`src/design/i2a_pkg.sv`:
```
package i2a_pkg;

	// Format commands carried in the cmd field.
	typedef enum logic [1:0] {
		CMD_SDEC = 2'd0,
		CMD_UDEC = 2'd1,
		CMD_HEXL = 2'd2,
		CMD_HEXU = 2'd3
	} cmd_t;

	// Input and result payloads.
	typedef struct packed {
		logic [1:0]  cmd;
		logic [63:0] value;
		logic        clear_count;
	} in_item_t;

	typedef struct packed {
		logic [7:0]  out_char;
		logic        last_char;
		logic [30:0] char_count;
	} out_item_t;

	localparam int unsigned DIGIT_SLOTS = 16;
	localparam int unsigned SLOT_W = $clog2(DIGIT_SLOTS);
	localparam logic [30:0] COUNT_MAX = 31'h7FFF_FFFF;
	// floor(v / 10) == (v * RECIP10) >> 35 for every 32-bit v.
	localparam logic [31:0] RECIP10 = 32'hCCCC_CCCD;
	localparam int unsigned RECIP_SHIFT = 35;

	// Datapath operations selected by the control word.
	typedef enum logic [2:0] {
		OP_NOP,
		OP_LOAD,
		OP_MUL,
		OP_DDIG,
		OP_HDIG,
		OP_SIGN,
		OP_EMIT
	} op_t;

	// Jump conditions; when the condition holds the sequencer goes to the target,
	// otherwise it steps to the next address.
	typedef enum logic [2:0] {
		JC_NEVER,
		JC_ALWAYS,
		JC_NO_INPUT,
		JC_HEX,
		JC_MORE,
		JC_SIGN_WAIT,
		JC_EMIT_WAIT
	} jc_t;

	localparam int unsigned UPC_W = 3;
	typedef logic [UPC_W-1:0] upc_t;

	// Program addresses.
	localparam upc_t ST_LOAD     = 3'd0;
	localparam upc_t ST_DISPATCH = 3'd1;
	localparam upc_t ST_MUL      = 3'd2;
	localparam upc_t ST_DDIG     = 3'd3;
	localparam upc_t ST_JOIN     = 3'd4;
	localparam upc_t ST_HDIG     = 3'd5;
	localparam upc_t ST_SIGN     = 3'd6;
	localparam upc_t ST_EMIT     = 3'd7;

	typedef struct packed {
		op_t  op;
		jc_t  cond;
		upc_t target;
	} uword_t;

	// Status flags from the datapath that the jump conditions test.
	typedef struct packed {
		logic hex;
		logic more;
		logic sign_wait;
		logic emit_wait;
	} stat_t;

	// Control store. The last step falls through to address zero.
	function automatic uword_t ucode(input upc_t addr);
		uword_t w;
		unique case (addr)
			ST_LOAD:     w = '{op: OP_LOAD, cond: JC_NO_INPUT,  target: ST_LOAD};
			ST_DISPATCH: w = '{op: OP_NOP,  cond: JC_HEX,       target: ST_HDIG};
			ST_MUL:      w = '{op: OP_MUL,  cond: JC_NEVER,     target: ST_MUL};
			ST_DDIG:     w = '{op: OP_DDIG, cond: JC_MORE,      target: ST_MUL};
			ST_JOIN:     w = '{op: OP_NOP,  cond: JC_ALWAYS,    target: ST_SIGN};
			ST_HDIG:     w = '{op: OP_HDIG, cond: JC_MORE,      target: ST_HDIG};
			ST_SIGN:     w = '{op: OP_SIGN, cond: JC_SIGN_WAIT, target: ST_SIGN};
			ST_EMIT:     w = '{op: OP_EMIT, cond: JC_EMIT_WAIT, target: ST_EMIT};
			default:     w = '{op: OP_NOP,  cond: JC_ALWAYS,    target: ST_LOAD};
		endcase
		return w;
	endfunction

	// ASCII for one digit value in the chosen letter case.
	function automatic logic [7:0] digit_char(input logic [3:0] d, input logic upper);
		logic [7:0] c;
		if (d < 4'd10) begin
			c = 8'h30 + {4'h0, d};
		end else if (upper) begin
			c = 8'h41 + {4'h0, d - 4'd10};
		end else begin
			c = 8'h61 + {4'h0, d - 4'd10};
		end
		return c;
	endfunction

endpackage

```
`src/design/i2a_seq.sv`:
```
module i2a_seq
	import i2a_pkg::*;
(
	input  logic  clk,
	input  logic  arst_n,
	input  logic  in_valid,
	input  stat_t stat,
	output op_t   op
);

	upc_t   upc_q;
	uword_t uw;
	logic   take;

	assign uw = ucode(upc_q);
	assign op = uw.op;

	// Evaluate the jump condition of the current control word.
	always_comb begin
		unique case (uw.cond)
			JC_NEVER:     take = 1'b0;
			JC_ALWAYS:    take = 1'b1;
			JC_NO_INPUT:  take = !in_valid;
			JC_HEX:       take = stat.hex;
			JC_MORE:      take = stat.more;
			JC_SIGN_WAIT: take = stat.sign_wait;
			JC_EMIT_WAIT: take = stat.emit_wait;
			default:      take = 1'b0;
		endcase
	end

	// Step counter.
	always_ff @(posedge clk or negedge arst_n) begin
		if (!arst_n) begin
			upc_q <= ST_LOAD;
		end else begin
			upc_q <= take ? uw.target : upc_t'(upc_q + upc_t'(1));
		end
	end

endmodule

```
`src/design/i2a_dp.sv`:
```
module i2a_dp
	import i2a_pkg::*;
(
	input  logic      clk,
	input  logic      arst_n,
	input  op_t       op,
	input  logic      in_valid,
	input  in_item_t  in_item,
	input  logic      out_ready,
	output logic      out_valid,
	output out_item_t out_item,
	output stat_t     stat
);

	logic [63:0]        mag_q;
	logic [28:0]        quot_q;
	logic [3:0]         buf_q [DIGIT_SLOTS];
	logic [SLOT_W:0]    dcnt_q;
	logic               sign_q;
	logic               hex_q;
	logic               upper_q;
	logic [30:0]        run_q;
	logic               out_valid_q;
	out_item_t          out_item_q;

	logic               accept;
	logic               busy;
	logic [63:0]        product;
	logic [3:0]         q10_low;
	logic [3:0]         dec_digit;
	logic [SLOT_W-1:0]  wr_idx;
	logic [SLOT_W-1:0]  rd_idx;
	logic               room;
	logic               do_sign;
	logic               do_emit;
	logic [30:0]        run_base;
	logic [30:0]        run_next;
	logic [31:0]        low_word;
	logic               neg;
	logic [63:0]        load_mag;

	assign accept = (op == OP_LOAD) && in_valid;
	assign busy   = out_valid_q && !out_ready;

	// Decimal step: quotient from the registered reciprocal product, and the
	// remainder from the low bits only, since it is below ten.
	assign product   = 64'(mag_q[31:0]) * 64'(RECIP10);
	assign q10_low   = 4'({quot_q[0], 3'b000} + {quot_q[2:0], 1'b0});
	assign dec_digit = mag_q[3:0] - q10_low;

	assign wr_idx = dcnt_q[SLOT_W-1:0];
	assign rd_idx = SLOT_W'(dcnt_q - (SLOT_W+1)'(1));
	assign room   = dcnt_q < (SLOT_W+1)'(DIGIT_SLOTS - 1);

	assign do_sign = (op == OP_SIGN) && sign_q && !busy;
	assign do_emit = (op == OP_EMIT) && !busy;

	// Running count, saturating.
	assign run_base = run_q;
	assign run_next = (run_base != COUNT_MAX) ? 31'(run_base + 31'd1) : run_base;

	// Magnitude selection at load.
	assign low_word = in_item.value[31:0];
	assign neg      = (in_item.cmd == CMD_SDEC) && low_word[31];
	always_comb begin
		if (neg) begin
			load_mag = {32'h0, 32'(~low_word + 32'd1)};
		end else if (in_item.cmd == CMD_SDEC || in_item.cmd == CMD_UDEC) begin
			load_mag = {32'h0, low_word};
		end else begin
			load_mag = in_item.value;
		end
	end

	// Status for the sequencer.
	always_comb begin
		stat.hex       = hex_q;
		stat.more      = room && ((op == OP_DDIG) ? (quot_q != 29'd0) : (mag_q[63:4] != 60'd0));
		stat.sign_wait = sign_q && busy;
		stat.emit_wait = busy || (dcnt_q > (SLOT_W+1)'(1));
	end

	// Control state.
	always_ff @(posedge clk or negedge arst_n) begin
		if (!arst_n) begin
			dcnt_q      <= '0;
			sign_q      <= 1'b0;
			hex_q       <= 1'b0;
			run_q       <= '0;
			out_valid_q <= 1'b0;
		end else begin
			if (accept) begin
				dcnt_q <= '0;
				sign_q <= neg;
				hex_q  <= (in_item.cmd == CMD_HEXL) || (in_item.cmd == CMD_HEXU);
				if (in_item.clear_count) begin
					run_q <= '0;
				end
			end
			if (op == OP_DDIG || op == OP_HDIG) begin
				dcnt_q <= dcnt_q + (SLOT_W+1)'(1);
			end
			if (do_sign) begin
				sign_q <= 1'b0;
			end
			if (do_emit) begin
				dcnt_q <= dcnt_q - (SLOT_W+1)'(1);
			end
			if (do_sign || do_emit) begin
				run_q       <= run_next;
				out_valid_q <= 1'b1;
			end else if (out_ready) begin
				out_valid_q <= 1'b0;
			end
		end
	end

	// Payload registers and the digit buffer.
	always_ff @(posedge clk) begin
		if (accept) begin
			mag_q   <= load_mag;
			upper_q <= in_item.cmd == CMD_HEXU;
		end
		if (op == OP_MUL) begin
			quot_q <= product[63:RECIP_SHIFT];
		end
		if (op == OP_DDIG) begin
			buf_q[wr_idx] <= dec_digit;
			mag_q         <= {35'h0, quot_q};
		end
		if (op == OP_HDIG) begin
			buf_q[wr_idx] <= mag_q[3:0];
			mag_q         <= {4'h0, mag_q[63:4]};
		end
		if (do_sign) begin
			out_item_q.out_char   <= 8'h2D;
			out_item_q.last_char  <= 1'b0;
			out_item_q.char_count <= run_next;
		end
		if (do_emit) begin
			out_item_q.out_char   <= digit_char(buf_q[rd_idx], upper_q);
			out_item_q.last_char  <= dcnt_q == (SLOT_W+1)'(1);
			out_item_q.char_count <= run_next;
		end
	end

	assign out_valid = out_valid_q;
	assign out_item  = out_item_q;

endmodule

```
`src/design/integer_to_ascii_formatter.sv`:
```
// Integer to ASCII formatter. Each accepted item is turned into 1 to 16 ASCII
// characters (optional '-', then digits, most significant first, no leading
// zeros), one result transfer per character, with last_char on the final one
// and a saturating running character count. A small microcoded sequencer
// drives the datapath. Decimal conversion makes each digit by a 32x32
// reciprocal multiply by 1/10, then the quotient and remainder step; hex
// conversion takes each digit straight from the low four bits; characters
// then leave at one per cycle while the output is not stalled. A new item is
// taken once the last character of the previous one has been loaded into
// the output register, even if that character still waits.
module integer_to_ascii_formatter
	import i2a_pkg::*;
(
	input  logic      clk,
	input  logic      arst_n,
	input  logic      in_valid,
	output logic      in_ready,
	input  in_item_t  in_item,
	output logic      out_valid,
	input  logic      out_ready,
	output out_item_t out_item
);

	op_t   op;
	stat_t stat;

	// Items are taken only at the load step of the program.
	assign in_ready = op == OP_LOAD;

	i2a_seq u_seq (
		.clk      (clk),
		.arst_n   (arst_n),
		.in_valid (in_valid),
		.stat     (stat),
		.op       (op)
	);

	i2a_dp u_dp (
		.clk       (clk),
		.arst_n    (arst_n),
		.op        (op),
		.in_valid  (in_valid),
		.in_item   (in_item),
		.out_ready (out_ready),
		.out_valid (out_valid),
		.out_item  (out_item),
		.stat      (stat)
	);

endmodule
```
`config.mk`:
```
export PLATFORM = sky130hd
export DESIGN_NAME = integer_to_ascii_formatter
export DESIGN_NICKNAME = d
export VERILOG_FILES = /design/src/design/i2a_pkg.sv /design/src/design/i2a_seq.sv /design/src/design/i2a_dp.sv /design/src/design/integer_to_ascii_formatter.sv
export SDC_FILE = /design/constraint.sdc
export NUM_CORES = 2
export LEC_CHECK = 0
export CAP_MARGIN = 10
export CELL_PAD_IN_SITES_DETAIL_PLACEMENT = 1
export CELL_PAD_IN_SITES_GLOBAL_PLACEMENT = 1
export CORE_AREA = 2 2 255 257
export CTS_BUF_LIST = sky130_fd_sc_hd__clkbuf_8
export CTS_CLUSTER_SIZE = 40
export DETAILED_ROUTE_END_ITERATION = 6
export DIE_AREA = 0 0 257 259
export DONT_BUFFER_PORTS = 1
export GPL_TIMING_DRIVEN = 0
export PLACE_DENSITY_LB_ADDON = 0.1
export SLEW_MARGIN = 20
export SYNTH_ARGS = -nofsm -noshare
export SYNTH_HDL_FRONTEND = slang
export SYNTH_SLANG_ARGS = --single-unit
```
`constraint.sdc`:
```
create_clock -name clk -period 8.4 [get_ports clk]
set_input_delay 2.52 -clock clk [delete_from_list [all_inputs] [get_ports clk]]
set_output_delay 2.52 -clock clk [all_outputs]
set_load 0.01 [all_outputs]
```
* Word level (Yosys, flattened, before mapping)
Memory sizes are Yosys's and may differ from the RTL's.
Cells that the tools add are included.
** Cells by class
- $add $sub $neg :: 11
- Multipliers :: 1
- Magnitude comparators :: 3
- Equal/unequal tests :: 17
- Multiplexer cells :: 28
- Bitwise gates (word level) :: 2
- Reduce and logical (&&, ||, !) cells :: 28
** Operator list (number)
- $mux W60 :: 3
- $mux W64 :: 2
- $mux W31 :: 4
- $mux W40 :: 2
- $mul A32 B32 Y64 const B :: 1
- $reduce_bool A60 Y1 :: 1
- $add A32 B1 Y32 const B :: 1
- $not A32 Y32 :: 1
- $add A31 B1 Y31 const B :: 1
- $ne A31 B31 Y1 const B :: 1
- $reduce_bool A29 Y1 :: 1
- $eq A3 B3 Y1 const B :: 6
- $add A7 B4 Y8 const A :: 2
- $mux W8 :: 2
- $mux W5 :: 3
- $eq A3 B2 Y1 const B :: 4
- $reduce_bool A2 Y1 :: 5
- $mux W1 :: 9
- $logic_and A1 B1 Y1 :: 8
- $add A6 B4 Y7 const A :: 1
- $eq A3 B1 Y1 const B :: 2
- $pmux W1 S6 :: 1
- $reduce_bool A3 Y1 :: 2
- $add A5 B1 Y5 const B :: 1
- 19 further kinds :: 26
** Storage, ports and cells
- Bits in registers :: 176
- Bits in writable memories :: 64
- Memory bits (read-only) :: 72
- Output and inout port bits :: 42
- Memories :: 2
** Memory list
- (name not given) :: depth 8, width 9, read ports 1, clocked after memory_dff 0, write ports 0, RTL line i2a_pkg.sv:84 : unique case (addr)
- u_dp.buf_q :: depth 16, width 4, read ports 1, clocked after memory_dff 0, write ports 1, RTL line i2a_dp.sv:17 : logic [3:0] buf_q [DIGIT_SLOTS];

* Depth between registers and ports, before layout
- Word-level depth :: 7
- Mapped depth :: 28
- Mapped depth without buffers :: 28

* Modules after synthesis
A second synthesis with hierarchy kept.
** Unflattened totals
- Cell total of the unflattened synthesis :: 2700
- Area total of the unflattened synthesis :: 28596.2 µm²
** Modules (own cells, without submodules)
- i2a_dp :: times used 1, cells an instance 2651, area each 28190.8 µm², sequential area each 6851.6 µm²
- i2a_seq :: times used 1, cells an instance 48, area each 392.9 µm², sequential area each 75.1 µm²
- integer_to_ascii_formatter :: times used 1, cells an instance 1, area each 12.5 µm², sequential area each 0.0 µm²

* Worst setup path after synthesis
Ideal clock, no wire load.
- Kind :: reg-to-reg
- From :: reg u_dp.mag_q[8]
- To :: reg u_dp.quot_q[24] (data pin)
- Setup time :: 260 ps
- Data arrival time :: 6863 ps
- Slack :: 1277 ps
- Cell stages (with the launch flop) :: 28
- Buffers on the path :: 1
- Clock period less this slack :: 7123 ps
- Cell sequence :: edfxtp_1 -> inv_1 -> ha_1 -> clkbuf_1 -> xnor2_1 -> o21ai_0 -> fa_1 -> inv_1 -> fa_1 -> fa_1 -> inv_1 -> fa_1 -> fa_1 -> inv_1 -> fa_1 -> inv_1 -> ha_1 -> a21oi_1 -> o211ai_1 -> a311oi_1 -> o311ai_1 -> a21oi_1 -> o21bai_1 -> a31oi_1 -> o21ai_1 -> a21o_1 -> a21oi_1 -> xnor2_1
** On the way
- Word-level cells in the longest chain between the ends :: 1
** Ends and longest elaborated chain
- from (decl) :: RTL line i2a_dp.sv:15 : logic [63:0] mag_q;
- from (signal assigned) :: RTL line i2a_dp.sv:121 : mag_q <= load_mag;
- from (signal assigned) :: RTL line i2a_dp.sv:129 : mag_q <= {35'h0, quot_q};
- from (signal assigned) :: RTL line i2a_dp.sv:133 : mag_q <= {4'h0, mag_q[63:4]};
- $mul A32 B32 Y64 :: RTL line i2a_dp.sv:47 : assign product = 64'(mag_q[31:0]) * 64'(RECIP10);
- net u_dp.product[59] :: RTL line i2a_dp.sv:28 : logic [63:0] product;
- to (signal assigned) :: RTL line i2a_dp.sv:125 : quot_q <= product[63:RECIP_SHIFT];
- to (decl) :: RTL line i2a_dp.sv:16 : logic [28:0] quot_q;
The timed path passes the listed nets, and every way through them passes these cells.
A chain may end at the register's enable or synchronous reset.

* Final worst setup path
- From :: reg u_dp.mag_q[13]
- To :: reg u_dp.quot_q[24] (data pin)
The elaborated chain is that of the path after synthesis.

==> reports/metrics.cfg <==
[outcome]
status=finished, final reports clean

[sta]
finalCritPeriodShare=0.970
min_period_ns=8.15
skew_ns=0.0556
rsz0062_at_grt=yes
hold_violations=0
tightest_slew_ns=0.982
holdWs_ns=0.485
slew_headroom=0.336
slew_viol_final=0
fmax_ghz=0.123
setup_viol=0

[clocking]
htree_levels=2
numCtsBuffers=42
cts_hold_buf=0
clkLatencyLatePin_ns=0.62
cts_root_buf=clkbuf_8
cts_num_sinks=239
cts_tree=yes
cts_buffer_depth=3
path_clk_slew_ns=0.07

[setup_path]
required_ns=8.75
path_depth=24
ff2ff_path_depth=24
setup.worst_path.start=u_dp.mag_q[13]$_DFFE_PP_
reg2reg_to=u_dp.quot_q[24]$_DFFE_PN_
cpPeakStageDelay_ns=0.57
start_kind=flip-flop
cp.arrival_ns=8.50
endpoint=u_dp.quot_q[24]$_DFFE_PN_
critPathSlowestCell=fa_1
crit_buf_inv=4
regToRegStartpoint=u_dp.mag_q[13]$_DFFE_PP_
cpLargestDelayFamily=adder cells
path_common_cell=fa_1
ff2ff_setup_slack_ns=0.25
worstSetupEndpointType=flip-flop
critPathKind=reg -> reg
worstPathMaxFanout=5
cp_cell_sequence=ha_2 > inv_1 > fa_1 > inv_1 > fa_1 > inv_1 > fa_1 > inv_1 > fa_1 > fa_1 > fa_1 > fa_1 > ha_1 > a21oi_1 > o211ai_1 > a311oi_1 > o311ai_2 > a21oi_2 > o21bai_4 > a31oi_4 > o21ai_1 > a21o_1 > a21oi_1 > xnor2_1

[die]
core_mm2=0.0639
dieArea_mm2=0.0666
die_w_um=257
io_pins=113
row_count=93
fp.dieH_um=259
initial_utilization=0.445

[synthesis]
yosys_warnings=0
synth_top_cell_area_share=0.272
synthCells=2692
async_flop_share=0.176
ys_seq_elements=239
synth-edff-count=193
synth_ff_type=edfxtp_1
syn_area_per_cell_um2=10.6
ys_types=74
synth.area.top_cells=fa_1, edfxtp_1, ha_1
syn_area_mm2=0.0284
syn_nets=3527
ys_seq_area_frac=0.244
synth_area_leader_cell=fa_1

[detailed_routing]
routed_via_density=5.46
drt_pre_antenna_iters=5
drt_iter0_drc=1085
drc=0
wl_um=89300
post_drt_wl_per_cell_um=24.3
route.vias.total=20100
ant_nets=0

[global_route]
grt_pass1_vias=22600
grtUsageTotal=0.276
grt_pass1_wl_um=138000
grt-ovfl-total=0
antenna_found_initial=2
grt_max_degree=43

[final_layout]
mostFrequentLayoutCells=inv_1, fa_1, ha_1
mostFrequentLayoutCell=inv_1
final_util=0.486
final_nets=3627
drive_above_1_share=0.0711
area_growth_syn_to_layout_pct=9.36

[worst_hold_path]
min_path_type=reg -> reg
holdCritStartpoint=u_dp.run_base[19]$_DFFE_PN0P_
min_path_cells=1

[run]
maxCapViolCount=0

[placed_design]
io_buffer_count=0
dp_hpwl_um=75100
gp_congestion=0.953

[kinds of logic after synthesis]
| group | after synthesis | share of synthesized area |
|---|---|---|
| adders and majority gates | 764 | 0.439 |
| buffers and inverters | 689 | 0.0914 |
| AOI/OAI and AO/OA | 419 | 0.0932 |
| and+or+nand+nor | 417 | 0.0731 |
| DFF | 239 | 0.244 |
| xor gates and xnor gates | 139 | 0.0429 |
| muxes | 24 | 0.0169 |
| other | 1 | 0.000132 |
[metal layers]
metal	routed length [um]	vias up	global-route usage	part of all wire
met5	0	-	0	0
met4	3970	0	0.114	0.044
met1	37500	10500	0.350	0.42
met3	2850	148	0.0252	0.032
met2	45000	432	0.486	0.50
li1	-	9052	-	-
[synthesized netlist by cell type, drive strengths merged (9+ instances only)]
| cell type | n |
|---|---|
| a21o | 54 |
| a21oi | 135 |
| a22o | 39 |
| a31oi | 11 |
| and2 | 23 |
| and3 | 9 |
| buf | 10 |
| clkbuf | 62 |
| dfrtp | 42 |
| edfxtp | 193 |
| fa | 386 |
| ha | 378 |
| inv | 617 |
| mux4 | 19 |
| nand2 | 127 |
| nand2b | 12 |
| nand3 | 37 |
| nand4 | 30 |
| nor2 | 99 |
| nor3 | 18 |
| nor4 | 19 |
| o21ai | 103 |
| o21bai | 10 |
| o31ai | 14 |
| xnor2 | 70 |
| xor2 | 69 |
[worst min path at each step]
stage,to
after floorplan,u_dp.mag_q[62]$_SDFFE_PP0P_
after global placement,u_dp.mag_q[60]$_SDFFE_PP0P_
after detailed placement,u_dp.run_base[19]$_DFFE_PN0P_
after CTS,u_dp.run_base[19]$_DFFE_PN0P_
after global routing,u_dp.mag_q[61]$_SDFFE_PP0P_
final,u_dp.run_base[19]$_DFFE_PN0P_
[sequential cells by signal, indices dropped and copies added, names as in the netlist]
signal          count
u_dp.upper_q        1
u_dp.out_valid      1
u_dp.buf_q         64
u_dp.sign_q         1
u_dp.mag_q         64
u_dp.hex_q          1
u_dp.quot_q        29
u_seq.upc_q         3
u_dp.dcnt_q         5
u_dp.out_item      39
u_dp.run_base      31
[worst register-to-register path: cells and delay by family (launching register included)]
kind            cells  cell delay (ns)
flops               1             0.54
compound gates     10             2.35
fa+ha+maj           9             4.53
buf+inv             4             0.37
xor+xnor            1             0.12
[layout make-up]
cell class	count	area, um2
Clock buffer	45	619
Tap cell	855	1070
Clock inverter	33	228
Sequential cell	239	6930
Antenna cell	1	2.50
Fill cell	7004	32800
Multi-Input combinational cell	1764	19100
Inverter	617	2320
Buffer	71	287
Timing Repair Buffer	57	495
[stage by stage]
step	instances	instance area (um2)	setup TNS, ns	setup WS [ns]
after floorplan	2692	28400	0	1.28
after global placement	3547	29500	-11.01	-0.978
after detailed placement	3551	29600	-11.12	-1.05
after CTS	3667	30800	0	0.00555
after global routing	3682	31100	-0.0705	-0.0588
final	3682	31100	0	0.251
[timing repair]
item / in CTS / in global routing
gates resized for setup: 22 / 29
setup buffers: 39 / 14
pin swaps: 1 / 1
endpoints found under the setup margin: 21 / 14
Power is left out: the tool's default activity adds up to more than one toggle a clock period on the data nets, which glitch-free logic cannot reach.
